File: src/hdl/resp_set_members_joiner_assert.svh
// assertion macros shared by the joiner rtl files
`ifndef RESP_SET_MEMBERS_JOINER_ASSERT_SVH
`define RESP_SET_MEMBERS_JOINER_ASSERT_SVH

// property that must hold at every clock edge out of reset
`define RSMJ_ASSERT(name, prop, msg) \
  name: assert property (@(posedge clk_i) disable iff (!rst_ni) prop) else $error(msg);

// condition in one cycle implies a condition in the next
`define RSMJ_ASSERT_NEXT(name, pre, post, msg) \
  name: assert property (@(posedge clk_i) disable iff (!rst_ni) pre |=> post) else $error(msg);

`endif

File: src/hdl/rsmj_pkg.sv
// types, character codes and sizes for the reply member joiner
`default_nettype none

package rsmj_pkg;

  // ebcdic characters of the reply syntax
  localparam logic [7:0] CH_STAR   = 8'h5C;
  localparam logic [7:0] CH_DOLLAR = 8'h5B;
  localparam logic [7:0] CH_COMMA  = 8'h6B;
  localparam logic [7:0] CH_CR     = 8'h0D;
  localparam logic [7:0] CH_LF     = 8'h25;
  localparam logic [7:0] CH_MINUS  = 8'h60;
  localparam logic [7:0] CH_PLUS   = 8'h4E;
  localparam logic [7:0] CH_DIG_LO = 8'hF0;
  localparam logic [7:0] CH_DIG_HI = 8'hF9;

  // longest number line in characters
  localparam logic [3:0] MAX_LINE = 4'd9;

  localparam int unsigned LIMIT_W = 16;
  localparam int unsigned NUM_W   = 30;
  localparam logic [LIMIT_W-1:0] LIMIT_RESET = 16'd16370;

  // result queue sizing
  localparam int unsigned FIFO_DEPTH = 4;
  localparam int unsigned PTR_W      = $clog2(FIFO_DEPTH);
  localparam int unsigned CNT_W      = $clog2(FIFO_DEPTH + 1);

  typedef enum logic [2:0] {
    PH_ARRAY,
    PH_COUNT,
    PH_BULK,
    PH_LEN,
    PH_DATA,
    PH_CR,
    PH_LF
  } rsmj_phase_e;

  typedef enum logic [1:0] {
    ST_OK    = 2'd0,
    ST_EMPTY = 2'd1,
    ST_BAD   = 2'd2
  } rsmj_status_e;

  typedef enum logic {
    KIND_BYTE   = 1'b0,
    KIND_STATUS = 1'b1
  } rsmj_kind_e;

  // one result beat
  typedef struct packed {
    rsmj_kind_e          kind;
    logic [7:0]          data;
    rsmj_status_e        status;
    logic [NUM_W-1:0]    count;
    logic                last;
  } rsmj_res_t;

  // results produced by one input beat, in order
  typedef struct packed {
    logic [1:0] num;
    rsmj_res_t  r0;
    rsmj_res_t  r1;
  } rsmj_push_t;

endpackage

`default_nettype wire

File: src/hdl/resp_set_members_joiner.sv
// top level: reply parser feeding the result queue
//
// channel  dir  handshake                    payload
// s_axis   in   s_axis_tvalid/s_axis_tready  tdata resp_byte, tlast end_of_response
// m_axis   out  m_axis_tvalid/m_axis_tready  tdata byte/status/count, tuser kind, tlast
// cfg      in   cfg_we_i                     cfg_wdata_i output_limit
//
// one reply byte is taken per cycle while the queue has room; its results come out of a four-beat queue
// a byte gives at most two result beats; the first is offered the cycle after the byte if the queue was empty
// input stalls only while the queue holds more than two beats
// reset clears the parse state and the queue and loads output_limit with 16370
`default_nettype none

module resp_set_members_joiner (
  input  wire logic                         clk_i,
  input  wire logic                         rst_ni,
  input  wire logic                         cfg_we_i,
  input  wire logic [rsmj_pkg::LIMIT_W-1:0] cfg_wdata_i,
  input  wire logic                         s_axis_tvalid,
  output logic                              s_axis_tready,
  input  wire logic [7:0]                   s_axis_tdata,  // [7:0] resp_byte
  input  wire logic                         s_axis_tlast,  // end_of_response
  output logic                              m_axis_tvalid,
  input  wire logic                         m_axis_tready,
  output logic [39:0]                       m_axis_tdata,  // [7:0] out_byte, [9:8] status,
                                                           // [39:10] member_count
  output logic                              m_axis_tuser,  // out_kind
  output logic                              m_axis_tlast   // last
);
  import rsmj_pkg::*;

  logic       in_fire;
  logic       room;
  rsmj_push_t push;
  rsmj_res_t  res;

  assign s_axis_tready = room;
  assign in_fire       = s_axis_tvalid && room;

  // per-byte parse
  rsmj_parser u_parser (
    .clk_i       (clk_i),
    .rst_ni      (rst_ni),
    .cfg_we_i    (cfg_we_i),
    .cfg_wdata_i (cfg_wdata_i),
    .in_fire_i   (in_fire),
    .in_byte_i   (s_axis_tdata),
    .in_last_i   (s_axis_tlast),
    .push_o      (push)
  );

  // result beat queue
  rsmj_out_fifo u_out_fifo (
    .clk_i     (clk_i),
    .rst_ni    (rst_ni),
    .push_i    (push),
    .room_o    (room),
    .m_valid_o (m_axis_tvalid),
    .m_ready_i (m_axis_tready),
    .m_res_o   (res)
  );

  // output beat packing
  assign m_axis_tdata = {res.count, res.status, res.data};
  assign m_axis_tuser = res.kind;
  assign m_axis_tlast = res.last;

endmodule

`default_nettype wire

File: src/hdl/rsmj_parser.sv
// reply parser: state registers and per-byte decode into result beats
`default_nettype none
`include "resp_set_members_joiner_assert.svh"

module rsmj_parser (
  input  wire logic                         clk_i,
  input  wire logic                         rst_ni,
  input  wire logic                         cfg_we_i,
  input  wire logic [rsmj_pkg::LIMIT_W-1:0] cfg_wdata_i,
  input  wire logic                         in_fire_i,
  input  wire logic [7:0]                   in_byte_i,
  input  wire logic                         in_last_i,
  output rsmj_pkg::rsmj_push_t              push_o
);
  import rsmj_pkg::*;

  // configuration and parse state
  logic [LIMIT_W-1:0] limit_q;
  rsmj_phase_e        phase_q, phase_d;
  logic [NUM_W-1:0]   accum_q, accum_d;
  logic [3:0]         lc_q, lc_d;
  logic               cr_q, cr_d;
  logic               neg_q, neg_d;
  logic               stopped_q, stopped_d;
  logic [NUM_W-1:0]   elems_q, elems_d;
  logic [NUM_W-1:0]   members_q, members_d;
  logic [NUM_W-1:0]   data_left_q, data_left_d;
  logic [LIMIT_W-1:0] pos_q, pos_d;
  logic               finished_q, finished_d;
  logic               fits_q, fits_d;
  logic               stop_q, stop_d;

  // decode results
  logic               active;
  logic               is_digit;
  logic               line_end;
  logic [3:0]         lc_eff;
  logic               stopped_eff;
  logic               comma_fit;
  logic               comma_full;
  logic [LIMIT_W-1:0] pos_c;
  logic [NUM_W:0]     span;
  logic               elem_fit;
  logic [NUM_W-1:0]   members_inc;
  logic [NUM_W-1:0]   accum_x10;
  logic               ev_byte;
  logic [7:0]         ev_byte_val;
  logic               ev_status;
  rsmj_status_e       ev_code;
  logic [NUM_W-1:0]   ev_count;
  logic               eor_bad;
  rsmj_res_t          byte_res, stat_res;

  assign active      = in_fire_i && !finished_q;
  assign is_digit    = (in_byte_i >= CH_DIG_LO) && (in_byte_i <= CH_DIG_HI);
  assign line_end    = cr_q && (in_byte_i == CH_LF);
  assign lc_eff      = lc_q + {3'b000, cr_q};
  assign stopped_eff = cr_q | stopped_q;
  assign members_inc = members_q + NUM_W'(1);
  assign accum_x10   = {accum_q[NUM_W-4:0], 3'b000} + {accum_q[NUM_W-2:0], 1'b0};

  // output room checks at the end of a length line
  assign comma_fit  = (members_q != '0) &&
                      (({1'b0, pos_q} + 17'd1) < {1'b0, limit_q});
  assign comma_full = (members_q != '0) && !comma_fit;
  assign pos_c      = pos_q + {{(LIMIT_W-1){1'b0}}, comma_fit};
  assign span       = {{(NUM_W+1-LIMIT_W){1'b0}}, pos_c} + {1'b0, accum_q};
  assign elem_fit   = !comma_full && (span < {{(NUM_W+1-LIMIT_W){1'b0}}, limit_q});

  // per-byte events
  always_comb begin
    ev_byte     = 1'b0;
    ev_byte_val = in_byte_i;
    ev_status   = 1'b0;
    ev_code     = ST_BAD;
    ev_count    = '0;
    if (active) begin
      case (phase_q)
        PH_ARRAY: begin
          ev_status = (in_byte_i != CH_STAR);
        end
        PH_BULK: begin
          ev_status = (in_byte_i != CH_DOLLAR);
        end
        PH_COUNT, PH_LEN: begin
          if (line_end) begin
            if (phase_q == PH_COUNT) begin
              if (neg_q || accum_q == '0) begin
                ev_status = 1'b1;
                ev_code   = ST_EMPTY;
              end
            end else if (neg_q && accum_q != '0) begin
              ev_status = 1'b1;
            end else if (comma_fit) begin
              ev_byte     = 1'b1;
              ev_byte_val = CH_COMMA;
            end
          end else if (cr_q && lc_q >= MAX_LINE) begin
            ev_status = 1'b1;
          end else if (in_byte_i != CH_CR && lc_eff >= MAX_LINE) begin
            ev_status = 1'b1;
          end
        end
        PH_DATA: begin
          ev_byte = fits_q;
        end
        PH_CR: begin
          ev_status = (in_byte_i != CH_CR);
        end
        PH_LF: begin
          if (in_byte_i != CH_LF) begin
            ev_status = 1'b1;
          end else if (stop_q || elems_q == NUM_W'(1)) begin
            ev_status = 1'b1;
            ev_count  = stop_q ? members_q : members_inc;
            ev_code   = (ev_count != '0) ? ST_OK : ST_EMPTY;
            if (ev_count == '0) begin
              ev_count = '0;
            end
          end
        end
        default: begin
          ev_status = 1'b1;
        end
      endcase
    end
  end

  assign eor_bad = in_fire_i && in_last_i && !finished_q && !ev_status;

  // result beats in model order: byte first, then status
  always_comb begin
    byte_res        = '0;
    byte_res.kind   = KIND_BYTE;
    byte_res.data   = ev_byte_val;
    stat_res        = '0;
    stat_res.kind   = KIND_STATUS;
    stat_res.status = ev_status ? ev_code : ST_BAD;
    stat_res.count  = (ev_status && ev_code == ST_OK) ? ev_count : '0;
    stat_res.last   = 1'b1;
    push_o          = '0;
    push_o.num      = {1'b0, ev_byte} + {1'b0, ev_status | eor_bad};
    push_o.r0       = ev_byte ? byte_res : stat_res;
    push_o.r1       = stat_res;
  end

  // next state
  always_comb begin
    phase_d     = phase_q;
    accum_d     = accum_q;
    lc_d        = lc_q;
    cr_d        = cr_q;
    neg_d       = neg_q;
    stopped_d   = stopped_q;
    elems_d     = elems_q;
    members_d   = members_q;
    data_left_d = data_left_q;
    pos_d       = pos_q;
    finished_d  = finished_q;
    fits_d      = fits_q;
    stop_d      = stop_q;
    if (in_fire_i && in_last_i) begin
      phase_d     = PH_ARRAY;
      accum_d     = '0;
      lc_d        = '0;
      cr_d        = 1'b0;
      neg_d       = 1'b0;
      stopped_d   = 1'b0;
      elems_d     = '0;
      members_d   = '0;
      data_left_d = '0;
      pos_d       = '0;
      finished_d  = 1'b0;
      fits_d      = 1'b0;
      stop_d      = 1'b0;
    end else if (active && ev_status) begin
      finished_d = 1'b1;
    end else if (active) begin
      case (phase_q)
        PH_ARRAY, PH_BULK: begin
          phase_d   = (phase_q == PH_ARRAY) ? PH_COUNT : PH_LEN;
          accum_d   = '0;
          lc_d      = '0;
          cr_d      = 1'b0;
          neg_d     = 1'b0;
          stopped_d = 1'b0;
        end
        PH_COUNT, PH_LEN: begin
          if (line_end) begin
            if (phase_q == PH_COUNT) begin
              elems_d = accum_q;
              phase_d = PH_BULK;
            end else begin
              data_left_d = accum_q;
              pos_d       = pos_c;
              fits_d      = elem_fit;
              stop_d      = !elem_fit;
              phase_d     = (accum_q != '0) ? PH_DATA : PH_CR;
            end
          end else begin
            // a lone cr counts as an ordinary line character
            cr_d      = 1'b0;
            stopped_d = stopped_eff;
            lc_d      = lc_eff;
            if (in_byte_i == CH_CR) begin
              cr_d = 1'b1;
            end else begin
              lc_d = lc_eff + 4'd1;
              if (lc_eff == '0 && in_byte_i == CH_MINUS) begin
                neg_d = 1'b1;
              end else if (lc_eff == '0 && in_byte_i == CH_PLUS) begin
                neg_d = neg_q;
              end else if (!stopped_eff && is_digit) begin
                accum_d = accum_x10 + {{(NUM_W-4){1'b0}}, in_byte_i[3:0]};
              end else begin
                stopped_d = 1'b1;
              end
            end
          end
        end
        PH_DATA: begin
          if (fits_q) begin
            pos_d = pos_q + LIMIT_W'(1);
          end
          data_left_d = data_left_q - NUM_W'(1);
          if (data_left_q == NUM_W'(1)) begin
            phase_d = PH_CR;
          end
        end
        PH_CR: begin
          phase_d = PH_LF;
        end
        PH_LF: begin
          members_d = members_inc;
          elems_d   = elems_q - NUM_W'(1);
          phase_d   = PH_BULK;
        end
        default: begin
          phase_d = PH_ARRAY;
        end
      endcase
    end
  end

  // state registers
  always_ff @(posedge clk_i or negedge rst_ni) begin
    if (!rst_ni) begin
      limit_q     <= LIMIT_RESET;
      phase_q     <= PH_ARRAY;
      accum_q     <= '0;
      lc_q        <= '0;
      cr_q        <= 1'b0;
      neg_q       <= 1'b0;
      stopped_q   <= 1'b0;
      elems_q     <= '0;
      members_q   <= '0;
      data_left_q <= '0;
      pos_q       <= '0;
      finished_q  <= 1'b0;
      fits_q      <= 1'b0;
      stop_q      <= 1'b0;
    end else begin
      if (cfg_we_i) begin
        limit_q <= cfg_wdata_i;
      end
      phase_q     <= phase_d;
      accum_q     <= accum_d;
      lc_q        <= lc_d;
      cr_q        <= cr_d;
      neg_q       <= neg_d;
      stopped_q   <= stopped_d;
      elems_q     <= elems_d;
      members_q   <= members_d;
      data_left_q <= data_left_d;
      pos_q       <= pos_d;
      finished_q  <= finished_d;
      fits_q      <= fits_d;
      stop_q      <= stop_d;
    end
  end

  // checks
  `RSMJ_ASSERT(a_pair_is_byte_then_bad, (push_o.num == 2'd2) |-> (push_o.r0.kind == KIND_BYTE && push_o.r1.kind == KIND_STATUS && push_o.r1.status == ST_BAD), "two results must be a byte then a malformed status")
  `RSMJ_ASSERT(a_quiet_after_outcome, (finished_q && !(in_fire_i && in_last_i)) |-> (push_o.num == 2'd0), "results after the outcome of a reply")
  `RSMJ_ASSERT_NEXT(a_rearm_after_last, (in_fire_i && in_last_i), (phase_q == PH_ARRAY && !finished_q && members_q == '0 && pos_q == '0), "parse state not rearmed after last beat")

endmodule

`default_nettype wire

File: src/hdl/rsmj_out_fifo.sv
// result queue: takes up to two beats per cycle while it has room, hands out one when the consumer is ready
`default_nettype none
`include "resp_set_members_joiner_assert.svh"

module rsmj_out_fifo (
  input  wire logic                 clk_i,
  input  wire logic                 rst_ni,
  input  wire rsmj_pkg::rsmj_push_t push_i,
  output logic                      room_o,
  output logic                      m_valid_o,
  input  wire logic                 m_ready_i,
  output rsmj_pkg::rsmj_res_t       m_res_o
);
  import rsmj_pkg::*;

  rsmj_res_t        mem_q [FIFO_DEPTH];
  logic [PTR_W-1:0] wptr_q, wptr_d;
  logic [PTR_W-1:0] rptr_q, rptr_d;
  logic [CNT_W-1:0] count_q, count_d;
  logic [PTR_W-1:0] wptr_nx;
  logic             pop;

  // room for a worst-case pair of beats
  assign room_o    = count_q <= CNT_W'(FIFO_DEPTH - 2);
  assign m_valid_o = count_q != '0;
  assign m_res_o   = mem_q[rptr_q];
  assign pop       = m_valid_o && m_ready_i;
  assign wptr_nx   = wptr_q + PTR_W'(1);

  // pointer and fill updates
  always_comb begin
    wptr_d  = wptr_q + push_i.num[PTR_W-1:0];
    rptr_d  = rptr_q + {{(PTR_W-1){1'b0}}, pop};
    count_d = count_q + {{(CNT_W-2){1'b0}}, push_i.num} - {{(CNT_W-1){1'b0}}, pop};
  end

  always_ff @(posedge clk_i or negedge rst_ni) begin
    if (!rst_ni) begin
      wptr_q  <= '0;
      rptr_q  <= '0;
      count_q <= '0;
    end else begin
      wptr_q  <= wptr_d;
      rptr_q  <= rptr_d;
      count_q <= count_d;
    end
  end

  // entry storage
  always_ff @(posedge clk_i) begin
    if (push_i.num != 2'd0) begin
      mem_q[wptr_q] <= push_i.r0;
    end
    if (push_i.num == 2'd2) begin
      mem_q[wptr_nx] <= push_i.r1;
    end
  end

  // checks
  `RSMJ_ASSERT(a_fill_in_range, (count_q <= CNT_W'(FIFO_DEPTH)), "queue fill beyond depth")
  `RSMJ_ASSERT(a_push_needs_room, (push_i.num != 2'd0) |-> room_o, "beats pushed without room")
  `RSMJ_ASSERT_NEXT(a_valid_after_push, (push_i.num != 2'd0), m_valid_o, "queue empty after a push")

endmodule

`default_nettype wire
File: config.mk
export PLATFORM = sky130hd
export DESIGN_NAME = resp_set_members_joiner
export DESIGN_NICKNAME = d
export VERILOG_FILES = /design/src/hdl/rsmj_pkg.sv /design/src/hdl/resp_set_members_joiner.sv /design/src/hdl/rsmj_parser.sv /design/src/hdl/rsmj_out_fifo.sv
export VERILOG_INCLUDE_DIRS = /design/src /design/src/hdl
export SDC_FILE = /design/constraint.sdc
export NUM_CORES = 1
export LEC_CHECK = 0
export BUFFER_PORTS_ARGS = -buffer_cell sky130_fd_sc_hd__buf_2
export CAP_MARGIN = 20
export CORE_MARGIN = 8
export CORE_UTILIZATION = 40
export DETAILED_ROUTE_END_ITERATION = 6
export PLACE_DENSITY_LB_ADDON = 0.2
export SLEW_MARGIN = 10
export SYNTH_ARGS = -nofsm -noshare
export SYNTH_HDL_FRONTEND = slang
export SYNTH_SLANG_ARGS = --single-unit
File: constraint.sdc
create_clock -name clk_i -period 8.41 [get_ports clk_i]
set_input_delay 0.841 -clock clk_i [delete_from_list [all_inputs] [get_ports clk_i]]
set_output_delay 0.841 -clock clk_i [all_outputs]
set_load 0.01 [all_outputs]
After elaboration in Yosys (flattened, before gate mapping)
Memory sizes are Yosys's and may differ from the RTL's.
Cells that the tools add are included.
{"block": "word_totals", "output_inout_bits": 44, "regBits": 172, "mem_count": 1, "ramBits": 168, "in_bits": 30}
{"block": "op_classes", "n_reduce_logical": 56, "order_cmp": 7, "n_mux": 126, "eq_ne": 30, "bitwise_logic": 2, "n_addsub": 17}
{"memory": "u_out_fifo.mem_q", "words": 4, "word_bits": 42, "read_ports": 1, "rd_clocked_by_memory_dff": 0, "write_ports": 2, "line_no": "rsmj_out_fifo.sv:16", "rtl": "rsmj_res_t mem_q [FIFO_DEPTH];"}
{"operator": "two-way mux 30 bit", "count": 29}
{"operator": "one-hot mux 30 bit (2 select lines)", "count": 3}
{"operator": "two-way mux 16 bit", "count": 6}
{"operator": "nonzero test 30 bit", "count": 3}
{"operator": "== test 30 x 1 -> 1 bit (second input constant)", "count": 2}
{"operator": "logical NOT 30 bit", "count": 2}
{"operator": "subtractor 30 x 1 -> 30 bit (second input constant)", "count": 2}
{"operator": "two-way mux 1 bit", "count": 53}
{"operator": "two-way mux 8 bit", "count": 6}
{"operator": "two-way mux 42 bit", "count": 1}
{"operator": "one-hot mux 16 bit (2 select lines)", "count": 1}
{"operator": "adder 16 x 30 -> 31 bit", "count": 1}
{"operator": "< comparator 31 x 16 -> 1 bit", "count": 1}
{"operator": "adder 30 x 1 -> 30 bit (second input constant)", "count": 1}
{"operator": "adder 30 bit", "count": 1}
{"operator": "adder 30 x 4 -> 30 bit", "count": 1}
{"operator": "two-way mux 4 bit", "count": 5}
{"operator": "logical AND 1 bit", "count": 19}
{"operator": "two-way mux 3 bit", "count": 6}
{"operator": "inequality test 3 x 1 -> 1 bit (second input constant)", "count": 6}
{"operator": "adder 16 x 1 -> 17 bit (second input constant)", "count": 1}
{"operator": "< comparator 17 x 16 -> 1 bit", "count": 1}
{"operator": "adder 16 x 1 -> 16 bit", "count": 1}
{"operator": "adder 16 x 1 -> 16 bit (second input constant)", "count": 1}
{"operator": "46 further kinds", "count": 85}

Logic depth before layout (Yosys ltp)
{"block": "depth", "ltp_word": 15, "depth_mapped": 34, "mapped_depth_nobuf": 33}

Hierarchy
A second synthesis with hierarchy kept.
{"block": "hier_totals", "hier_cells": 2351, "hier_area_um2": 23157.2}
{"mod": "rsmj_parser", "cells_per_inst": 1903, "instances": 1, "seq_area_each_um2": 4142.7, "area_each_um2": 14614.0}
{"mod": "rsmj_out_fifo", "cells_per_inst": 447, "instances": 1, "seq_area_each_um2": 5220.0, "area_each_um2": 8536.9}
{"mod": "resp_set_members_joiner", "cells_per_inst": 1, "instances": 1, "seq_area_each_um2": 0.0, "area_each_um2": 6.3}

Least setup slack after synthesis
OpenSTA, ideal clock, no wires.
{"block": "synth_path", "path_type": "register to register", "from": "reg u_parser.pos_q[4]", "to": "reg u_parser.stop_q", "stages_incl_launch_ff": 33, "slack_ns": 2.259, "path_buffers": 1, "arrival_ns": 6.031, "path_cell_list": "dfrtp_1 -> clkbuf_1 -> and4_1 -> nand3_1 -> nor2_1 -> nand3_1 -> nor2_1 -> xor2_1 -> ha_1 -> a21o_1 -> a221oi_1 -> o211ai_1 -> inv_1 -> ha_1 -> ha_1 -> nand3_1 -> nor2_1 -> xor2_1 -> ha_1 -> o21a_1 -> nor2_1 -> o32ai_1 -> a311oi_1 -> inv_1 -> a21oi_1 -> xnor2_1 -> ha_1 -> nor2b_1 -> o21ai_0 -> o21ai_0 -> nor4_1 -> nand4_1 -> and3_1"}
{"block": "synth_via", "elab_chain_len": 14, "elab_cells_between_ends": 17, "cone_classes": "add/sub (3); order compare (2); mux (6); reduce/logical (6)"}
{"element": "from (decl)", "line_no": "rsmj_parser.sv:28", "rtl": "logic [LIMIT_W-1:0] pos_q, pos_d;"}
{"element": "from (signal assigned)", "line_no": "rsmj_parser.sv:275", "rtl": "pos_q <= pos_d;"}
{"element": "adder 16 x 1 -> 17 bit", "line_no": "rsmj_parser.sv:64", "rtl": "(({1'b0, pos_q} + 17'd1) < {1'b0, limit_q});"}
{"element": "< comparator 17 x 16 -> 1 bit", "line_no": "rsmj_parser.sv:64"}
{"element": "logical AND 1 bit", "line_no": "rsmj_parser.sv:63", "rtl": "assign comma_fit = (members_q != '0) &&"}
{"element": "adder 16 x 1 -> 16 bit / logical NOT 1 bit (equally long branches)", "line_no": "rsmj_parser.sv:66, rsmj_parser.sv:65"}
{"element": "adder 16 x 30 -> 31 bit / logical AND 1 bit (equally long branches)", "line_no": "rsmj_parser.sv:67, rsmj_parser.sv:65"}
{"element": "< comparator 31 x 16 -> 1 bit / logical NOT 1 bit (equally long branches)", "line_no": "rsmj_parser.sv:68", "rtl": "assign elem_fit = !comma_full && (span < {{(NUM_W+1-LIMIT_W){1'b0}}, limit_q});"}
{"element": "logical AND 1 bit (*)", "line_no": "rsmj_parser.sv:68"}
{"element": "logical NOT 1 bit (*)", "line_no": "rsmj_parser.sv:197", "rtl": "stop_d = !elem_fit;"}
{"element": "two-way mux 1 bit (*)", "line_no": "rsmj_parser.sv:190", "rtl": "if (phase_q == PH_COUNT) begin"}
{"element": "two-way mux 1 bit (*)", "line_no": "rsmj_parser.sv:189", "rtl": "if (line_end) begin"}
{"element": "two-way mux 1 bit (*)", "line_no": "rsmj_parser.sv:179", "rtl": "case (phase_q)"}
{"element": "two-way mux 1 bit (*)", "line_no": "rsmj_parser.sv:178", "rtl": "end else if (active) begin"}
{"element": "two-way mux 1 bit (*)", "line_no": "rsmj_parser.sv:176", "rtl": "end else if (active && ev_status) begin"}
{"element": "two-way mux 1 bit (*)", "line_no": "rsmj_parser.sv:162", "rtl": "if (in_fire_i && in_last_i) begin"}
{"element": "to (signal assigned)", "line_no": "rsmj_parser.sv:278", "rtl": "stop_q <= stop_d;"}
{"element": "to (decl)", "line_no": "rsmj_parser.sv:31", "rtl": "logic stop_q, stop_d;"}
Every way passes the cells marked *; elsewhere a longest branch is shown, timed or not. The select of a mux whose other input is x is not followed.
A chain may end at the register's enable or synchronous reset.

Worst setup path in the final report
Ends and elaborated chain as after synthesis.

==> impl_metrics.ini <==
[route]
ant_nets = 0
wire_per_inst_um = 20.38
first_pass_iters = 6
num_vias = 17904
drc_errors = 0
vias_per_cell = 5.821
drt_iter0_drc = 1536
drt-total-wl_mm = 62.67

[synthesis]
yosysTopAreaCell = dfrtp_1
synth_edf_count = 128
avgSynthCellArea_um2 = 9.177
yosysSeqAreaShare_pct = 40.91
syn_nets = 2521
ys_async_sr_fraction_pct = 51.19
ys_ff_latch = 336
synthTopCellsByCount = nor2_1, nand2_1, o21ai_0
synth_cell_types = 102
synthTopCellsByArea = dfrtp_1, edfxtp_1, ha_1
synth_area_um2 = 21710
yosysWarnings = 0
synth_cells = 2366
yosysTopAreaCellShare_pct = 18.55
synth.most_common_cell = nor2_1
yosys_most_used_dff = dfrtp_1

[global_routing]
grtUsageMet1_pct = 26.40
grt_use_met2_pct = 33.00
grt_util_met3_pct = 3.067
grt_pass1_vias = 17825
overflow = 0
grt.busiest_layer = met2
grt_first_pass_wirelength_mm = 100.7
grt_start_max_net_pins = 75
antenna_found_initial = 1
grt_use_total_pct = 19.83

[placed_design]
dpl_cell_area_um2 = 22460
post-place-cells = 3002
hpwlAfterDp_mm = 43.19
numPortBuffers = 73
gp_congestion = 0.9100
pre_cts_slack_ns = 1.289

[sta]
final.setup.tns_ns = 0
worstMarginPinSlew_ns = 1.079
fmax_mhz = 137.4
rsz0062_at_grt = false
final_hold_viol_count = 0
maxSlewViolCount = 0
setup_viol = 0
relSlewSlack_pct = 27.70
fin_skew_ns = 0.02946
fin_ws_ns = 1.133
post-route-min-period_ns = 7.277
finalCritPeriodShare_pct = 86.52

[worst_setup_path]
ff2ff_path_depth = 31
required_ns = 8.87
crit_path_end_kind = flop
cp.arrival_ns = 7.74
cp_slowest_stage_delay_ns = 0.52
start_kind = flop
worst-path-max-fanout = 8
r2r_start = u_parser.pos_q[4]
crit_buf_inv = 2
cp_num_cells = 31
crit_top_cell = ha_1
crit_family = simple AND/OR/NAND/NOR gates
path_class = flop to flop
critPathLaunch = u_parser.pos_q[4]
slowest_stage = dfrtp_1

[floorplanning]
die_area_um2 = 61990
die_w_um = 249.0
dieHeight_um = 249.0
initial_core_util_pct = 40.43
placementRows = 85
io-pin-count = 74
core_um2 = 53710

[clocking]
cts_tree = built
clockBufferDepth = 3
clk_latency_ns = 0.58
cts_buffers = 40
cts_setup_buffers = 0
cts_max_level = 2
root_buffer = clkbuf_16
ctsHoldBuffers = 0
clk_pin_slew_ns = 0.06
cts_resized = 0
clock_sinks = 336

[outcome]
status = complete, no violations

[layout]
antenna_cells = 0
stdcell_count = 3076
nets = 2504
drive_gt1_share_pct = 11.55
syn2layout_area_growth_pct = 9.773
final_cell_area_um2 = 23840

[pwr]
ir_worst_vdd_mv = 0.1203
power_leakage_nw = 9.777
p_total_mw = 4.960
powerDensity_nw_per_um2 = 208.1

[job]
max-cap-violations = 0

[worst_hold_path]
holdCritPathClass = primary input to async pin
-- cell usage in the layout, fill, tap and decap left out, drive strengths merged, types with 13 or more instances in the layout --
cell type and instances:
inv 72, a211oi 21, a21o 31, and3 24
a22oi 15, nor4 38, clkbuf 59, nand2 227
dfxtp 36, o31ai 30, xor2 49, a22o 19
nand3 65, nor2 346, buf 93, nor3 73
a21oi 142, mux4 41, xnor2 86, dfrtp 161
o21ai 181, or3 27, nand2b 18, a31oi 21
o21a 19, ha 121, or2 13, nand4 26
and2 15, or4 14, edfxtp 128, nor2b 14
-- worst register-to-register path, delay by kind of cell, from the launching register on --
kind,cells,cell delay (ns)
AND/OR/NAND/NOR,12,2.55
AO/OA/AOI/OAI,9,1.98
adder cells (fa/ha/maj),5,1.37
XOR/XNOR,3,0.60
flip-flops,1,0.52
buffers and inverters,2,0.17
-- final cells by class --
class / count / area [um2]
fill: 5154 / 29870
multi-input combinational: 1806 / 11920
sequential: 336 / 8885
clock buffer: 59 / 1185
tap: 696 / 870.8
timing repair buffer: 93 / 525.5
inverter: 72 / 270.3
clock inverter: 14 / 177.7
-- per-stage QoR --
step           hold slack, ns  utilization, %
3_3_place_gp           0.4314           41.82
5_1_grt                0.3604           44.38
4_1_cts                0.3298           44.36
2_1_floorplan          0.4204               -
3_5_place_dp           0.4449           41.82
6_report               0.3225           44.38
-- state kept, by name (all words and copies together), names as in the netlist, 4 cells and up --
register and flops:
u_out_fifo.mem_q 164, u_parser.accum_q 30, u_parser.data_left_q 30, u_parser.elems_q 30
u_parser.lc_q 4, u_parser.limit_q 16, u_parser.members_q 30, u_parser.pos_q 16
-- worst paths after layout --
check	slack [ns]	to
worst max-delay path	1.13	u_parser.stop_q
worst min-delay path	0.32	u_parser.pos_q[5]
worst max register to register	1.13	u_parser.stop_q
worst min register to register	0.46	u_out_fifo.mem_q[2][37]
max in group asynchronous	6.78	u_parser.members_q[21]
min in group clk_i	0.46	u_out_fifo.mem_q[2][37]
-- power by group --
| group | switching, mW | internal, mW |
|---|---|---|
| sequential | 0.0955 | 1.88 |
| combinational | 0.755 | 0.436 |
| clock | 0.715 | 1.07 |
-- kinds of logic after synthesis --
family                   Yosys count  share of synthesized area [%]
flip-flops                       336                          40.91
multiplexers                      49                          4.639
AND/OR/NAND/NOR                  931                          20.42
buffers and inverters            224                          4.460
adder cells (fa/ha/maj)          125                          7.341
AO/OA/AOI/OAI                    566                          16.79
XOR/XNOR                         135                          5.445
-- routing by layer --
metal	part of all wire [%]	vias to the layer above	routed length, um
li1	-	8547	-
met4	2.7	2	1696
met3	5.7	106	3570
met2	47	471	29450
met1	45	8778	27950
met5	0.021	-	13
(Power assumes the default switching activity.)
